**config.mk**
```make
export PLATFORM = sky130hd
export DESIGN_NAME = nmea_gga_sentence_parser
export DESIGN_NICKNAME = d
export VERILOG_FILES = /design/src/design/ngga_pkg.sv /design/src/design/ngga_front.sv /design/src/design/ngga_back.sv /design/src/design/nmea_gga_sentence_parser.sv
export SDC_FILE = /design/constraint.sdc
export NUM_CORES = 2
export LEC_CHECK = 0
export BUFFER_PORTS_ARGS = -buffer_cell sky130_fd_sc_hd__buf_2
export CAP_MARGIN = 20
export CORE_ASPECT_RATIO = 0.6
export CORE_UTILIZATION = 50
export DETAILED_ROUTE_END_ITERATION = 12
export GPL_TIMING_DRIVEN = 0
export MAX_ROUTING_LAYER = met4
export PLACE_DENSITY = 0.66
export SETUP_SLACK_MARGIN = 0.1
export SLEW_MARGIN = 10
export SYNTH_ARGS = -nofsm -noshare
export SYNTH_HDL_FRONTEND = slang
export SYNTH_SLANG_ARGS = --single-unit
```
**constraint.sdc**
```tcl
create_clock -name i_clk -period 67.8 [get_ports i_clk]
set_clock_uncertainty 0.2 [all_clocks]
set_input_delay 6.78 -clock i_clk [delete_from_list [all_inputs] [get_ports i_clk]]
set_output_delay 6.78 -clock i_clk [all_outputs]
set_load 0.05 [all_outputs]
```
**src/design/ngga_pkg.sv**
```systemverilog
`default_nettype none

package ngga_pkg;

    // field phase codes, counted up by commas
    localparam logic [4:0] PH_IDLE     = 5'd0;
    localparam logic [4:0] PH_TYPE     = 5'd1;
    localparam logic [4:0] PH_TIME     = 5'd2;
    localparam logic [4:0] PH_LAT      = 5'd3;
    localparam logic [4:0] PH_LAT_DIR  = 5'd4;
    localparam logic [4:0] PH_LON      = 5'd5;
    localparam logic [4:0] PH_LON_DIR  = 5'd6;
    localparam logic [4:0] PH_QUAL     = 5'd7;
    localparam logic [4:0] PH_SATS     = 5'd8;
    localparam logic [4:0] PH_ALT      = 5'd10;
    localparam logic [4:0] PH_ALT_UNIT = 5'd11;
    localparam logic [4:0] PH_CHECK    = 5'd16;
    localparam logic [4:0] PH_STOP     = 5'd17;
    localparam logic [4:0] PH_MAX      = 5'd31;

    // characters
    localparam logic [7:0] CH_DOLLAR = 8'h24;
    localparam logic [7:0] CH_COMMA  = 8'h2C;
    localparam logic [7:0] CH_STAR   = 8'h2A;
    localparam logic [7:0] CH_CR     = 8'h0D;
    localparam logic [7:0] CH_LF     = 8'h0A;
    localparam logic [7:0] CH_DOT    = 8'h2E;
    localparam logic [7:0] CH_ZERO   = 8'h30;

    // sentence type, first character in element 0
    localparam logic [4:0][7:0] GGA_TYPE = {8'h41, 8'h47, 8'h47, 8'h50, 8'h47};

    // result kinds
    localparam logic [2:0] KIND_TIME = 3'd0;
    localparam logic [2:0] KIND_LAT  = 3'd1;
    localparam logic [2:0] KIND_LON  = 3'd2;
    localparam logic [2:0] KIND_INFO = 3'd3;
    localparam logic [2:0] KIND_ALT  = 3'd4;

    localparam logic [7:0] DIV_BY = 8'd100;

    // reciprocal of one hundred scaled by 2^37, exact for any 32-bit dividend
    localparam logic [31:0] DIV_MUL = 32'h51EB851F;

    // single characters and stamp of one finished sentence
    typedef struct packed {
        logic [7:0]  lat_dir;
        logic [7:0]  lon_dir;
        logic [7:0]  qual;
        logic [7:0]  alt_unit;
        logic [7:0]  sat0;
        logic [7:0]  sat1;
        logic [31:0] stamp;
    } t_job_misc;

    // back end status toward the top level
    typedef struct packed {
        logic idle;
    } t_back_status;

    typedef enum logic [2:0] {
        BK_IDLE,
        BK_PARSE,
        BK_SCALE,
        BK_DIV,
        BK_EMIT
    } t_bk_state;

    function automatic logic is_digit(input logic [7:0] c);
        return (c >= 8'h30) && (c <= 8'h39);
    endfunction

    function automatic logic [3:0] hex_val(input logic [7:0] c);
        logic [7:0] v;
        v = 8'd0;
        if (c >= 8'h30 && c <= 8'h39) v = c - 8'h30;
        else if (c >= 8'h61 && c <= 8'h66) v = c - 8'h57;
        else if (c >= 8'h41 && c <= 8'h46) v = c - 8'h37;
        return v[3:0];
    endfunction

endpackage

`default_nettype wire

```
**src/design/ngga_front.sv**
```systemverilog
`default_nettype none

module ngga_front #(
    parameter int FIELD_CHARS = 10
) (
    input  wire logic                          i_clk,
    input  wire logic                          i_rst_n,
    input  wire logic                          push,
    output logic                               full,
    input  wire logic [7:0]                    i_rx_byte,
    input  wire logic [31:0]                   i_time_ms,
    output logic                               o_job_valid,
    input  wire logic                          i_job_take,
    output logic [FIELD_CHARS-1:0][7:0]        o_job_time,
    output logic [FIELD_CHARS-1:0][7:0]        o_job_lat,
    output logic [FIELD_CHARS-1:0][7:0]        o_job_lon,
    output logic [FIELD_CHARS-1:0][7:0]        o_job_alt,
    output ngga_pkg::t_job_misc                o_job_misc
);
    import ngga_pkg::*;

    localparam int IW = $clog2(FIELD_CHARS + 1);

    logic [4:0]                   r_phase, n_phase;
    logic [7:0]                   r_xor, n_xor;
    logic [IW-1:0]                r_idx, n_idx;
    logic [4:0][7:0]              r_type, n_type;
    logic [FIELD_CHARS-1:0][7:0]  r_time, n_time, r_lat, n_lat;
    logic [FIELD_CHARS-1:0][7:0]  r_lon, n_lon, r_alt, n_alt;
    logic [3:0][7:0]              r_single, n_single;
    logic [1:0][7:0]              r_sat, n_sat, r_chk, n_chk;

    // one-entry job queue toward the back end
    logic                         r_jv, n_jv;
    logic [FIELD_CHARS-1:0][7:0]  r_jtime, n_jtime, r_jlat, n_jlat;
    logic [FIELD_CHARS-1:0][7:0]  r_jlon, n_jlon, r_jalt, n_jalt;
    t_job_misc                    r_jmisc, n_jmisc;

    logic       acc;
    logic [7:0] c;
    logic       fit_f, fit5, fit2;
    logic [7:0] want;

    assign full = r_jv;
    assign acc  = push && !r_jv;
    assign c    = i_rx_byte;
    assign fit_f = r_idx < IW'(FIELD_CHARS);
    assign fit5  = r_idx < IW'(5);
    assign fit2  = r_idx < IW'(2);
    assign want  = {hex_val(r_chk[0]), hex_val(r_chk[1])};

    // byte classification and field capture
    always_comb begin
        n_phase = r_phase; n_xor = r_xor; n_idx = r_idx; n_type = r_type;
        n_time = r_time; n_lat = r_lat; n_lon = r_lon; n_alt = r_alt;
        n_single = r_single; n_sat = r_sat; n_chk = r_chk;
        n_jv = r_jv && !i_job_take;
        n_jtime = r_jtime; n_jlat = r_jlat; n_jlon = r_jlon; n_jalt = r_jalt;
        n_jmisc = r_jmisc;
        if (acc) begin
            priority if (c == CH_DOLLAR) begin
                n_phase = PH_TYPE; n_xor = '0; n_idx = '0; n_type = '0;
                n_time = '0; n_lat = '0; n_lon = '0; n_alt = '0;
                n_single = '0; n_sat = '0; n_chk = '0;
            end else if (c == CH_COMMA) begin
                if (r_phase != PH_IDLE) begin
                    if (r_phase == PH_TYPE && r_type != GGA_TYPE) begin
                        n_phase = PH_STOP;
                    end else begin
                        if (r_phase < PH_MAX) n_phase = r_phase + 5'd1;
                        n_idx = '0;
                        n_xor = r_xor ^ c;
                    end
                end
            end else if (c == CH_STAR) begin
                if (r_phase != PH_IDLE) begin
                    n_phase = PH_CHECK;
                    n_idx   = '0;
                end
            end else if (c == CH_CR || c == CH_LF) begin
                if (r_phase == PH_CHECK && want == r_xor) begin
                    n_jv = 1'b1;
                    n_jtime = r_time; n_jlat = r_lat; n_jlon = r_lon; n_jalt = r_alt;
                    n_jmisc.lat_dir  = r_single[0];
                    n_jmisc.lon_dir  = r_single[1];
                    n_jmisc.qual     = r_single[2];
                    n_jmisc.alt_unit = r_single[3];
                    n_jmisc.sat0     = r_sat[0];
                    n_jmisc.sat1     = r_sat[1];
                    n_jmisc.stamp    = i_time_ms;
                end
                n_phase = PH_STOP;
            end else begin
                unique case (r_phase)
                    PH_IDLE: ;
                    PH_TYPE: if (fit5) begin
                        for (int k = 0; k < 5; k++) if (r_idx == IW'(k)) n_type[k] = c;
                        n_idx = r_idx + IW'(1);
                    end
                    PH_TIME: if (fit_f) begin
                        for (int k = 0; k < FIELD_CHARS; k++)
                            if (r_idx == IW'(k)) n_time[k] = c;
                        n_idx = r_idx + IW'(1);
                    end
                    PH_LAT: if (fit_f) begin
                        for (int k = 0; k < FIELD_CHARS; k++)
                            if (r_idx == IW'(k)) n_lat[k] = c;
                        n_idx = r_idx + IW'(1);
                    end
                    PH_LON: if (fit_f) begin
                        for (int k = 0; k < FIELD_CHARS; k++)
                            if (r_idx == IW'(k)) n_lon[k] = c;
                        n_idx = r_idx + IW'(1);
                    end
                    PH_ALT: if (fit_f) begin
                        for (int k = 0; k < FIELD_CHARS; k++)
                            if (r_idx == IW'(k)) n_alt[k] = c;
                        n_idx = r_idx + IW'(1);
                    end
                    PH_SATS: if (fit2) begin
                        for (int k = 0; k < 2; k++) if (r_idx == IW'(k)) n_sat[k] = c;
                        n_idx = r_idx + IW'(1);
                    end
                    PH_CHECK: if (fit2) begin
                        for (int k = 0; k < 2; k++) if (r_idx == IW'(k)) n_chk[k] = c;
                        n_idx = r_idx + IW'(1);
                    end
                    PH_LAT_DIR:  n_single[0] = c;
                    PH_LON_DIR:  n_single[1] = c;
                    PH_QUAL:     n_single[2] = c;
                    PH_ALT_UNIT: n_single[3] = c;
                    default: if (r_phase >= PH_STOP) n_phase = PH_IDLE;
                endcase
                if (r_phase != PH_CHECK) n_xor = r_xor ^ c;
            end
        end
    end

    // state registers
    always_ff @(posedge i_clk) begin
        if (!i_rst_n) begin
            r_phase <= PH_IDLE; r_xor <= '0; r_idx <= '0; r_type <= '0;
            r_time <= '0; r_lat <= '0; r_lon <= '0; r_alt <= '0;
            r_single <= '0; r_sat <= '0; r_chk <= '0; r_jv <= 1'b0;
        end else begin
            r_phase <= n_phase; r_xor <= n_xor; r_idx <= n_idx; r_type <= n_type;
            r_time <= n_time; r_lat <= n_lat; r_lon <= n_lon; r_alt <= n_alt;
            r_single <= n_single; r_sat <= n_sat; r_chk <= n_chk; r_jv <= n_jv;
        end
    end

    // job payload
    always_ff @(posedge i_clk) begin
        r_jtime <= n_jtime; r_jlat <= n_jlat; r_jlon <= n_jlon; r_jalt <= n_jalt;
        r_jmisc <= n_jmisc;
    end

    assign o_job_valid = r_jv;
    assign o_job_time  = r_jtime;
    assign o_job_lat   = r_jlat;
    assign o_job_lon   = r_jlon;
    assign o_job_alt   = r_jalt;
    assign o_job_misc  = r_jmisc;

endmodule

`default_nettype wire

```
**src/design/ngga_back.sv**
```systemverilog
`default_nettype none

module ngga_back #(
    parameter int FIELD_CHARS = 10
) (
    input  wire logic                          i_clk,
    input  wire logic                          i_rst_n,
    input  wire logic                          i_job_valid,
    output logic                               o_job_take,
    input  wire logic [FIELD_CHARS-1:0][7:0]   i_job_time,
    input  wire logic [FIELD_CHARS-1:0][7:0]   i_job_lat,
    input  wire logic [FIELD_CHARS-1:0][7:0]   i_job_lon,
    input  wire logic [FIELD_CHARS-1:0][7:0]   i_job_alt,
    input  wire ngga_pkg::t_job_misc           i_job_misc,
    output ngga_pkg::t_back_status             o_status,
    output logic                               empty,
    input  wire logic                          pop,
    output logic [2:0]                         o_kind,
    output logic [15:0]                        o_value_a,
    output logic [7:0]                         o_value_b,
    output logic [13:0]                        o_value_c,
    output logic [6:0]                         o_value_d,
    output logic [7:0]                         o_direction,
    output logic [31:0]                        o_stamp_ms,
    output logic                               o_last
);
    import ngga_pkg::*;

    localparam int IW = $clog2(FIELD_CHARS + 1);

    t_bk_state r_state, n_state;

    logic [2:0]                   r_kind, n_kind;
    logic [1:0]                   r_sub, n_sub;
    logic [FIELD_CHARS-1:0][7:0]  r_lat, n_lat, r_lon, n_lon, r_alt, n_alt;
    t_job_misc                    r_misc, n_misc;
    logic [FIELD_CHARS-1:0][7:0]  r_sh, n_sh;
    logic [IW-1:0]                r_pcnt, n_pcnt;
    logic                         r_frac, n_frac, r_pstop, n_pstop;
    logic [2:0]                   r_nfrac, n_nfrac;
    logic [31:0]                  r_w, n_w;
    logic [13:0]                  r_f, n_f;
    logic [31:0]                  r_dnum, n_dnum;
    logic [63:0]                  r_prod, n_prod;
    logic                         r_dcnt, n_dcnt;
    logic [15:0]                  r_a, n_a;
    logic [7:0]                   r_b, n_b;
    logic [13:0]                  r_c, n_c;
    logic [6:0]                   r_d, n_d;

    logic                         r_ov, n_ov;
    logic [2:0]                   r_okind, n_okind;
    logic [15:0]                  r_oa, n_oa;
    logic [7:0]                   r_ob, n_ob, r_odir, n_odir;
    logic [13:0]                  r_oc, n_oc;
    logic [6:0]                   r_od, n_od;
    logic [31:0]                  r_ostamp, n_ostamp;
    logic                         r_olast, n_olast;

    logic [7:0]  ch;
    logic [3:0]  dg;
    logic        dv_last, div_done, out_free, parse_end;
    logic [6:0]  dv_rem;
    logic [31:0] dv_q;
    logic [15:0] sats;
    logic [7:0]  odir;

    assign ch        = r_sh[0];
    assign dg        = 4'(ch - CH_ZERO);
    assign parse_end = r_pcnt == IW'(FIELD_CHARS - 1);

    // divide by one hundred: registered reciprocal product, then quotient and remainder
    assign dv_q     = {5'd0, r_prod[63:37]};
    assign dv_rem   = 7'(r_dnum - dv_q * 32'(DIV_BY));
    assign dv_last  = r_dcnt;
    assign div_done = dv_last && (r_kind != KIND_TIME || r_sub == 2'd3);
    assign out_free = !r_ov || pop;

    // satellite count, up to two digits
    always_comb begin
        sats = 16'd0;
        if (is_digit(r_misc.sat0)) begin
            sats = 16'(r_misc.sat0 - CH_ZERO);
            if (is_digit(r_misc.sat1)) sats = 16'(sats * 16'd10 + 16'(r_misc.sat1 - CH_ZERO));
        end
    end

    // direction character per kind
    always_comb begin
        unique case (r_kind)
            KIND_LAT: odir = r_misc.lat_dir;
            KIND_LON: odir = r_misc.lon_dir;
            KIND_ALT: odir = r_misc.alt_unit;
            default:  odir = 8'd0;
        endcase
    end

    // next state
    always_comb begin
        n_state = r_state;
        unique case (r_state)
            BK_IDLE:  if (i_job_valid) n_state = BK_PARSE;
            BK_PARSE: if (parse_end) n_state = BK_SCALE;
            BK_SCALE: if (r_nfrac == 3'd4) n_state = BK_DIV;
            BK_DIV:   if (div_done) n_state = BK_EMIT;
            BK_EMIT: if (out_free) begin
                if (r_kind == KIND_ALT) n_state = BK_IDLE;
                else if (r_kind == KIND_LON) n_state = BK_EMIT;
                else n_state = BK_PARSE;
            end
            default:  n_state = BK_IDLE;
        endcase
    end

    // datapath
    always_comb begin
        n_kind = r_kind; n_sub = r_sub; n_lat = r_lat; n_lon = r_lon; n_alt = r_alt;
        n_misc = r_misc; n_sh = r_sh; n_pcnt = r_pcnt; n_frac = r_frac;
        n_pstop = r_pstop; n_nfrac = r_nfrac; n_w = r_w; n_f = r_f;
        n_dnum = r_dnum; n_prod = r_prod; n_dcnt = r_dcnt;
        n_a = r_a; n_b = r_b; n_c = r_c; n_d = r_d;
        n_ov = r_ov && !pop;
        n_okind = r_okind; n_oa = r_oa; n_ob = r_ob; n_oc = r_oc; n_od = r_od;
        n_odir = r_odir; n_ostamp = r_ostamp; n_olast = r_olast;
        o_job_take = 1'b0;
        unique case (r_state)
            BK_IDLE: if (i_job_valid) begin
                o_job_take = 1'b1;
                n_lat = i_job_lat; n_lon = i_job_lon; n_alt = i_job_alt;
                n_misc = i_job_misc; n_sh = i_job_time; n_kind = KIND_TIME;
                n_pcnt = '0; n_frac = 1'b0; n_pstop = 1'b0; n_nfrac = '0;
                n_w = '0; n_f = '0; n_a = '0; n_b = '0; n_c = '0; n_d = '0;
            end
            BK_PARSE: begin
                n_sh = r_sh >> 8;
                n_pcnt = r_pcnt + IW'(1);
                if (!r_pstop) begin
                    if (!r_frac) begin
                        if (is_digit(ch)) n_w = (r_w << 3) + (r_w << 1) + 32'(dg);
                        else if (ch == CH_DOT) n_frac = 1'b1;
                        else n_pstop = 1'b1;
                    end else if (is_digit(ch) && r_nfrac != 3'd4) begin
                        n_f = 14'((r_f << 3) + (r_f << 1) + 14'(dg));
                        n_nfrac = r_nfrac + 3'd1;
                    end else begin
                        n_pstop = 1'b1;
                    end
                end
            end
            BK_SCALE: begin
                if (r_nfrac != 3'd4) begin
                    n_f = 14'((r_f << 3) + (r_f << 1));
                    n_nfrac = r_nfrac + 3'd1;
                end else begin
                    n_sub = 2'd0; n_dcnt = 1'b0;
                    n_dnum = (r_kind == KIND_ALT) ? 32'(r_f) : r_w;
                end
            end
            BK_DIV: begin
                n_dcnt = !r_dcnt;
                if (!r_dcnt) begin
                    n_prod = {32'd0, r_dnum} * {32'd0, DIV_MUL};
                end else begin
                    n_dnum = dv_q; n_sub = r_sub + 2'd1;
                    unique case (r_kind)
                        KIND_TIME: begin
                            unique case (r_sub)
                                2'd0: n_c = 14'(dv_rem);
                                2'd1: n_b = 8'(dv_rem);
                                2'd2: begin
                                    n_a = 16'(dv_rem);
                                    n_dnum = 32'(r_f);
                                end
                                default: n_d = dv_q[6:0];
                            endcase
                        end
                        KIND_LAT, KIND_LON: begin
                            n_a = 16'(dv_q[7:0]); n_b = 8'(dv_rem); n_c = r_f;
                        end
                        default: begin
                            n_a = r_w[15:0]; n_d = dv_q[6:0];
                        end
                    endcase
                end
            end
            BK_EMIT: if (out_free) begin
                n_ov = 1'b1; n_okind = r_kind; n_oa = r_a; n_ob = r_b; n_oc = r_c;
                n_od = r_d; n_odir = odir; n_ostamp = r_misc.stamp;
                n_olast = r_kind == KIND_ALT;
                n_kind = r_kind + 3'd1;
                n_pcnt = '0; n_frac = 1'b0; n_pstop = 1'b0; n_nfrac = '0;
                n_w = '0; n_f = '0; n_a = '0; n_b = '0; n_c = '0; n_d = '0;
                unique case (r_kind)
                    KIND_TIME: n_sh = r_lat;
                    KIND_LAT:  n_sh = r_lon;
                    KIND_LON: begin
                        n_a = sats;
                        n_b = r_misc.qual - CH_ZERO;
                    end
                    default:   n_sh = r_alt;
                endcase
            end
            default: ;
        endcase
    end

    // control registers
    always_ff @(posedge i_clk) begin
        if (!i_rst_n) begin
            r_state <= BK_IDLE;
            r_ov    <= 1'b0;
        end else begin
            r_state <= n_state;
            r_ov    <= n_ov;
        end
    end

    // payload registers
    always_ff @(posedge i_clk) begin
        r_kind <= n_kind; r_sub <= n_sub; r_lat <= n_lat; r_lon <= n_lon;
        r_alt <= n_alt; r_misc <= n_misc; r_sh <= n_sh; r_pcnt <= n_pcnt;
        r_frac <= n_frac; r_pstop <= n_pstop; r_nfrac <= n_nfrac;
        r_w <= n_w; r_f <= n_f; r_dnum <= n_dnum; r_prod <= n_prod;
        r_dcnt <= n_dcnt; r_a <= n_a; r_b <= n_b; r_c <= n_c; r_d <= n_d;
        r_okind <= n_okind; r_oa <= n_oa; r_ob <= n_ob; r_oc <= n_oc;
        r_od <= n_od; r_odir <= n_odir; r_ostamp <= n_ostamp; r_olast <= n_olast;
    end

    assign o_status.idle = r_state == BK_IDLE;
    assign empty       = !r_ov;
    assign o_kind      = r_okind;
    assign o_value_a   = r_oa;
    assign o_value_b   = r_ob;
    assign o_value_c   = r_oc;
    assign o_value_d   = r_od;
    assign o_direction = r_odir;
    assign o_stamp_ms  = r_ostamp;
    assign o_last      = r_olast;

endmodule

`default_nettype wire

```
**src/design/nmea_gga_sentence_parser.sv**
```systemverilog
// results: a checked line end yields five results; a decimal field is parsed character
// by character, its fraction is scaled to four digits, and it is then divided by one
// hundred with a reciprocal multiply whose product is registered
// throughput: one byte per cycle while full is low; full stays high while a job is
// queued, until the back end takes it
// reset: synchronous active-low i_rst_n clears parser state, queue and output register
`default_nettype none

module nmea_gga_sentence_parser #(
    parameter int FIELD_CHARS = 10
) (
    input  wire logic        i_clk,
    input  wire logic        i_rst_n,
    input  wire logic        push,
    output logic             full,
    input  wire logic [7:0]  i_rx_byte,
    input  wire logic [31:0] i_time_ms,
    output logic             empty,
    input  wire logic        pop,
    output logic [2:0]       o_kind,
    output logic [15:0]      o_value_a,
    output logic [7:0]       o_value_b,
    output logic [13:0]      o_value_c,
    output logic [6:0]       o_value_d,
    output logic [7:0]       o_direction,
    output logic [31:0]      o_stamp_ms,
    output logic             o_last
);
    import ngga_pkg::*;

    logic                         job_valid, job_take;
    logic [FIELD_CHARS-1:0][7:0]  job_time, job_lat, job_lon, job_alt;
    t_job_misc                    job_misc;
    t_back_status                 bk_status;

    // byte capture and checksum
    ngga_front #(.FIELD_CHARS(FIELD_CHARS)) u_front (
        .i_clk, .i_rst_n, .push, .full, .i_rx_byte, .i_time_ms,
        .o_job_valid(job_valid), .i_job_take(job_take),
        .o_job_time(job_time), .o_job_lat(job_lat), .o_job_lon(job_lon),
        .o_job_alt(job_alt), .o_job_misc(job_misc)
    );

    // conversion and result delivery
    ngga_back #(.FIELD_CHARS(FIELD_CHARS)) u_back (
        .i_clk, .i_rst_n, .i_job_valid(job_valid), .o_job_take(job_take),
        .i_job_time(job_time), .i_job_lat(job_lat), .i_job_lon(job_lon),
        .i_job_alt(job_alt), .i_job_misc(job_misc), .o_status(bk_status),
        .empty, .pop, .o_kind, .o_value_a, .o_value_b, .o_value_c, .o_value_d,
        .o_direction, .o_stamp_ms, .o_last
    );

`ifndef NO_ASSERTIONS
    // an idle back end takes a queued job, so the job queue is empty in the next cycle
    a_take: assert property (@(posedge i_clk) disable iff (!i_rst_n)
        job_valid && bk_status.idle |=> !job_valid)
        else $error("job not taken by idle back end");

    // only the altitude result ends a run
    a_last: assert property (@(posedge i_clk) disable iff (!i_rst_n)
        !empty |-> (o_last == (o_kind == KIND_ALT)))
        else $error("last flag does not match kind");

    // no result kind beyond altitude
    a_kind: assert property (@(posedge i_clk) disable iff (!i_rst_n)
        !empty |-> (o_kind <= KIND_ALT))
        else $error("result kind out of range");
`endif

endmodule

`default_nettype wire
```
# == Word level (Yosys, flattened, before mapping) ==
# Index checks and enable logic that the tools add are counted.
# classes
n_addsub,22
multipliers,3
order_cmp,23
n_eq_ne,76
muxes,188
n_bitwise,5
n_reduce_logical,141
# ops
operator,count
$mux W80,23
$pmux W80 S3,2
$mux W32,13
$reduce_and A7 Y1,50
$mux W16,18
$mux W40,6
$mux W8,26
$mux W14,8
$pmux W32 S3,1
$mux W4,18
$pmux W32 S2,1
$mul A32 B31 Y63 const B,1
$pmux W14 S4,1
$reduce_bool A2 Y1,26
$mux W5,10
$pmux W16 S3,1
$pmux W8 S3,2
$mux W3,14
$pmux W14 S3,1
$reduce_and A6 Y1,7
$ge A8 B6 Y1 const B,5
$le A8 B6 Y1 const B,5
$ne A40 B39 Y1 const B,1
$add A32 B32 Y32,1
87 further kinds,217
# word_totals
register_bits,1536
in_bits,44
out_inout_bits,91
elab_cells,634

# == Logic depth before layout (Yosys ltp) ==
# depth
depth_word,13
mapped_depth,25
mapped_depth_nobuf,25

# == By module ==
# Synthesis repeated with hierarchy kept, for this count alone.
# unflattened
hier_cells,5892
area_unflattened_um2,74202.4
# modules_own_cells
module,instances,cells_each,area_per_inst_um2,seq_area_each_um2
ngga_back,1,3516,44525.2,19688.9
ngga_front,1,2376,29677.2,20860.0

# == Worst setup path before layout ==
# Ideal clock, no wire load.
# synth_timing
kind,input-to-reg
start,input i_rx_byte[4]
end,"register u_front.r_jv, in the netlist u_front.full"
setup_time_ns,0.193
arrival_ns,50.943
required_ns,67.407
setup_slack_ns,16.464
path_stages,7
n_path_buf,1
path_cell_list,buf_2 > nor3_2 > nand3_1 > a2111oi_0 > nand4_1 > nor4b_1 > o21a_1
# synth_via
elab_chain_len,7
word_cells_on_any_way,11
classes_between,eq/ne (5); mux (5); reduce/logical (1)
# synth_lines
item,line,source
from (decl),nmea_gga_sentence_parser.sv:16,"input wire logic [7:0] i_rx_byte,"
$eq A8 B4 Y1,ngga_front.sv:80,end else if (c == CH_CR || c == CH_LF) begin
$logic_or A1 B1 Y1,ngga_front.sv:80,
$mux W1,ngga_front.sv:80,
$mux W1,ngga_front.sv:75,end else if (c == CH_STAR) begin
$mux W1,ngga_front.sv:65,end else if (c == CH_COMMA) begin
$mux W1 *,ngga_front.sv:61,priority if (c == CH_DOLLAR) begin
$mux W1 *,ngga_front.sv:60,if (acc) begin
to (signal assigned),ngga_front.sv:148,r_single <= n_single; r_sat <= n_sat; r_chk <= n_chk; r_jv <= n_jv;
to (decl),ngga_front.sv:34,"logic r_jv, n_jv;"
# Mark *: on every way between the ends. The rest lies on a longest branch, timed or not.
# A chain may end at the register's enable or synchronous reset.

# == Worst setup path in the final report ==
# layout_timing
start,input i_rx_byte[4]
end,"register u_front.r_jmisc (netlist bit u_front.o_job_misc[13]), enable pin"
# layout_via
elab_chain_len,3
word_cells_on_any_way,10
classes_between,eq/ne (5); bitwise (3); reduce/logical (2)
# layout_lines
item,line,source
"$eq A8 B4 Y1, or another cell as far along",ngga_front.sv:80,
$logic_or A1 B1 Y1 / $not A1 Y1 (equally long branches),--,
$reduce_and A6 Y1 (no source line) *,--,
to (signal assigned),ngga_front.sv:155,r_jmisc <= n_jmisc;
to (decl),ngga_front.sv:37,"t_job_misc r_jmisc, n_jmisc;"
# Marked as above.

==> metrics.md <==
| Metric | Value |
|---|---|
| Setup TNS | `0 ns` |
| Synth area leader | `edfxtp_1` |
| Commonest cells post-synth | `edfxtp_1, inv_1, ha_1` |
| Post-synth cell types | `between 90 and 100` |
| Global-route wire length before repair | `slightly above 300 mm` |
| Most common cell in the synthesized netlist | `edfxtp_1` |
| H-tree depth | `4` |
| Syn-to-layout area delta | `12.0%` |
| GRT Total Usage | `0.289` |
| Die Area | `about 0.15 sq mm` |
| Internal power | `approximately 1400 uW` |
| Drt initial violations | `roughly 5800` |
| Setup WS post-layout | `around 56 ns` |
| Leakage | `0.0325 uW` |
| Final nets | `about 7300` |
| Seq pwr share | `0.544` |
| HP Class | `flip-flop to flip-flop` |
| Largest net degree at the start of global routing | `between 50 and 60` |
| Synthesized area | `between 0.07 and 0.08 sq mm` |
| Net Sw Frac | `0.214` |
| Seq cells post-synth | `roughly 1500` |
| Syn_area_per_cell | `approximately 12 sq um` |
| Crit end category | `flip-flop` |
| Clock root cell | `clkbuf_16` |
| Initial antenna violation count | `8` |
| CP Data Required Time | `between 60 and 70 ns` |
| Die height | `approximately 300 um` |
| Clock Latency Late Sink | `slightly below 0.8 ns` |
| CTS resizes | `0` |
| Critical path launch point type | `input port` |
| Number of I/O pins | `approximately 140` |
| Net Switching | `around 380 uW` |
| CTS max path bufs | `3` |
| Final non-filler cell total | `8467` |
| Via count | `~48000` |
| Layout cell share with drive strength beyond 1 | `0.0833` |
| Crit. Startpoint | `i_rx_byte[4]` |
| Layout fillers | `roughly 12000` |
| DR WL/cell | `~25 um` |
| Core footprint | `between 0.1 and 0.15 sq mm` |
| CTS tree | `yes` |
| Clock power frac | `0.440` |
| Setup WS pre-CTS | `approximately 55 ns` |
| Post-route ant nets | `0` |
| Inserted Clock Buffers | `between 100 and 150` |
| Vias in the first global route | `approximately 47000` |
| Gpl congestion | `between 0.9 and 1` |
| Initial Utilization | `0.504` |
| Combinational share of power | `0.016` |
| Postcts setup bufs | `0` |
| Post-synth top area share | `0.426` |
| TritonRoute pass-1 iters | `6` |
| CP Max Fanout | `10` |
| Die Width | `about 500 um` |
| Post-synthesis sequential area ratio | `0.546` |
| Worst Min Path Start | `u_front.o_job_alt[22]` |
| Max Clk Rate | `about 0.084 GHz` |
| Yosys synthesis warning count | `0` |
| Fin. Hold Viols | `0` |
| Post-Syn Nets | `6947` |
| HPWL after DPL | `around 160 mm` |
| Sink Count | `1499` |
| Gate Count Post-Synth | `between 5000 and 6000` |
| PwrDens | `21.4 mW/mm^2` |
| GR Overflow Total | `0` |
| CP arrival | `approximately 12 ns` |
| Max VDD drop | `around 27 uV` |
| Top cells by area, synth | `edfxtp_1, dfxtp_1, fa_1` |
| Num rows | `about 110` |
| DRC viols | `0` |
| Crit path kind | `input port to flip-flop` |
| Post-CTS Hold Buffers | `0` |
| Worst-Margin Slew | `about 1.2 ns` |
| Max-capacitance violation count | `0` |
| Slew Viols, Final | `0` |
| Ys flop type | `edfxtp_1` |
| Final Critical Period | `approximately 12 ns` |
| Final setup viols | `0` |
| Register clock-pin slew on the reported worst setup and hold paths | `0.06 ns` |
| Ys async rst share | `0` |
| Placed cell count | `about 8200` |
| Via density per instance | `between 5 and 6` |
| RSZ-0062 raised after global routing | `false` |
| R2R Path Start | `u_back.r_dnum[4]` |
| Status | `complete, no violations` |
| Crit share post-route | `0.176` |
| Port Buf Inserts | `between 100 and 150` |
| WL final | `208 mm` |
| Power, Total | `about 1800 uW` |
| Worst slew margin | `0.197` |
| Post-synth EDFFs | `1053` |
## stage by stage
step                cell area, sq um  hold WS [ns]   util
detailed placement             78700         0.205  0.534
floorplan                      74300         0.200      -
global route                   83200         0.215  0.564
global placement               77500         0.200  0.525
CTS                            83200         0.201  0.564
finish                         83200         0.203  0.564
## layout by cell type, fill, tap and decap left out, drive strengths merged, types with 17 or more instances in the layout
cell type	Yosys	final
a21boi	59	59
a21o	68	68
a21oi	387	387
a221o	72	72
a22o	29	29
a22oi	91	91
a31oi	17	17
and2	28	28
and3	26	26
buf	55	290
clkbuf	196	392
clkinv	1	48
dfxtp	446	446
edfxtp	1053	1053
fa	396	396
ha	531	531
inv	684	689
mux2i	215	215
nand2	493	493
nand2b	22	22
nand3	285	285
nor2	309	309
nor2b	72	72
nor3	40	40
o21ai	83	83
o21bai	24	24
xnor2	70	70
xor2	47	47
## worst paths after layout
path | to | slack, ns | cells after the start
worst max-delay path | u_front.o_job_misc[13] | 55.87 | 23
worst min-delay path | u_back.r_alt[22] | 0.20 | 0
worst max register to register | u_back.r_prod[58] | 58.54 | 25
worst min register to register | u_back.r_alt[22] | 0.20 | 0
## power groups by stage
stage / clock network, uW / registers, uW / logic [uW]
after global routing: 830 / 967 / 28.6
after CTS: 794 / 968 / 27.3
after floorplan: 0 / 988 / 10.6
after detailed placement: 0 / 988 / 27.1
after global placement: 0 / 988 / 25.5
final: 783 / 968 / 28.2
## area by class of cell
cell class                 count  area (sq um)  share of cell area
antenna                        2          5.00           0.0000601
buffer                       251           998              0.0120
clock buffer                 196          3860              0.0464
clock inverter                59           659             0.00792
inverter                     685          2570              0.0309
multi-input combinational   3541         30200               0.363
sequential                  1499         40500               0.487
tap                         1998          2500              0.0300
timing repair buffer         236          1820              0.0219
## layer usage
metal  vias to the layer above  wire (um)  track usage  share of wire
li1                      21700          -            -              -
met1                     24000      97600        0.449           0.47
met2                      2296      81200        0.368           0.39
met3                       273      25300       0.0785           0.12
met4                         0       4040       0.0628          0.019
met5                         -          0            -              0
## worst max-delay path, stage by stage
cell       delay [ns]
buf_2            0.27
nor3_2           0.37
nand3_1          0.28
a2111oi_0        0.40
nand4_1          0.21
nor4b_2          0.47
buf_4            0.28
buf_2            0.23
buf_4            0.18
buf_4            0.17
buf_4            0.17
buf_4            0.19
buf_4            0.20
buf_4            0.19
buf_4            0.19
buf_2            0.25
buf_4            0.22
buf_4            0.19
buf_2            0.23
buf_4            0.19
buf_4            0.17
buf_4            0.17
buf_4            0.18
## kinds of logic (layout without fill, tap and decap cells)
logic type,count (synthesis),in the layout,synth area share
DFF,1499,1499,0.546
and+or+nand+nor,1342,1342,0.0837
AOI/OAI and AO/OA,939,939,0.0836
buffers and inverters,936,1427,0.0480
adders and majority gates,927,927,0.196
muxes,216,216,0.0291
xor gates and xnor gates,117,117,0.0138
other,0,2,0
(Power assumes the default switching activity.)
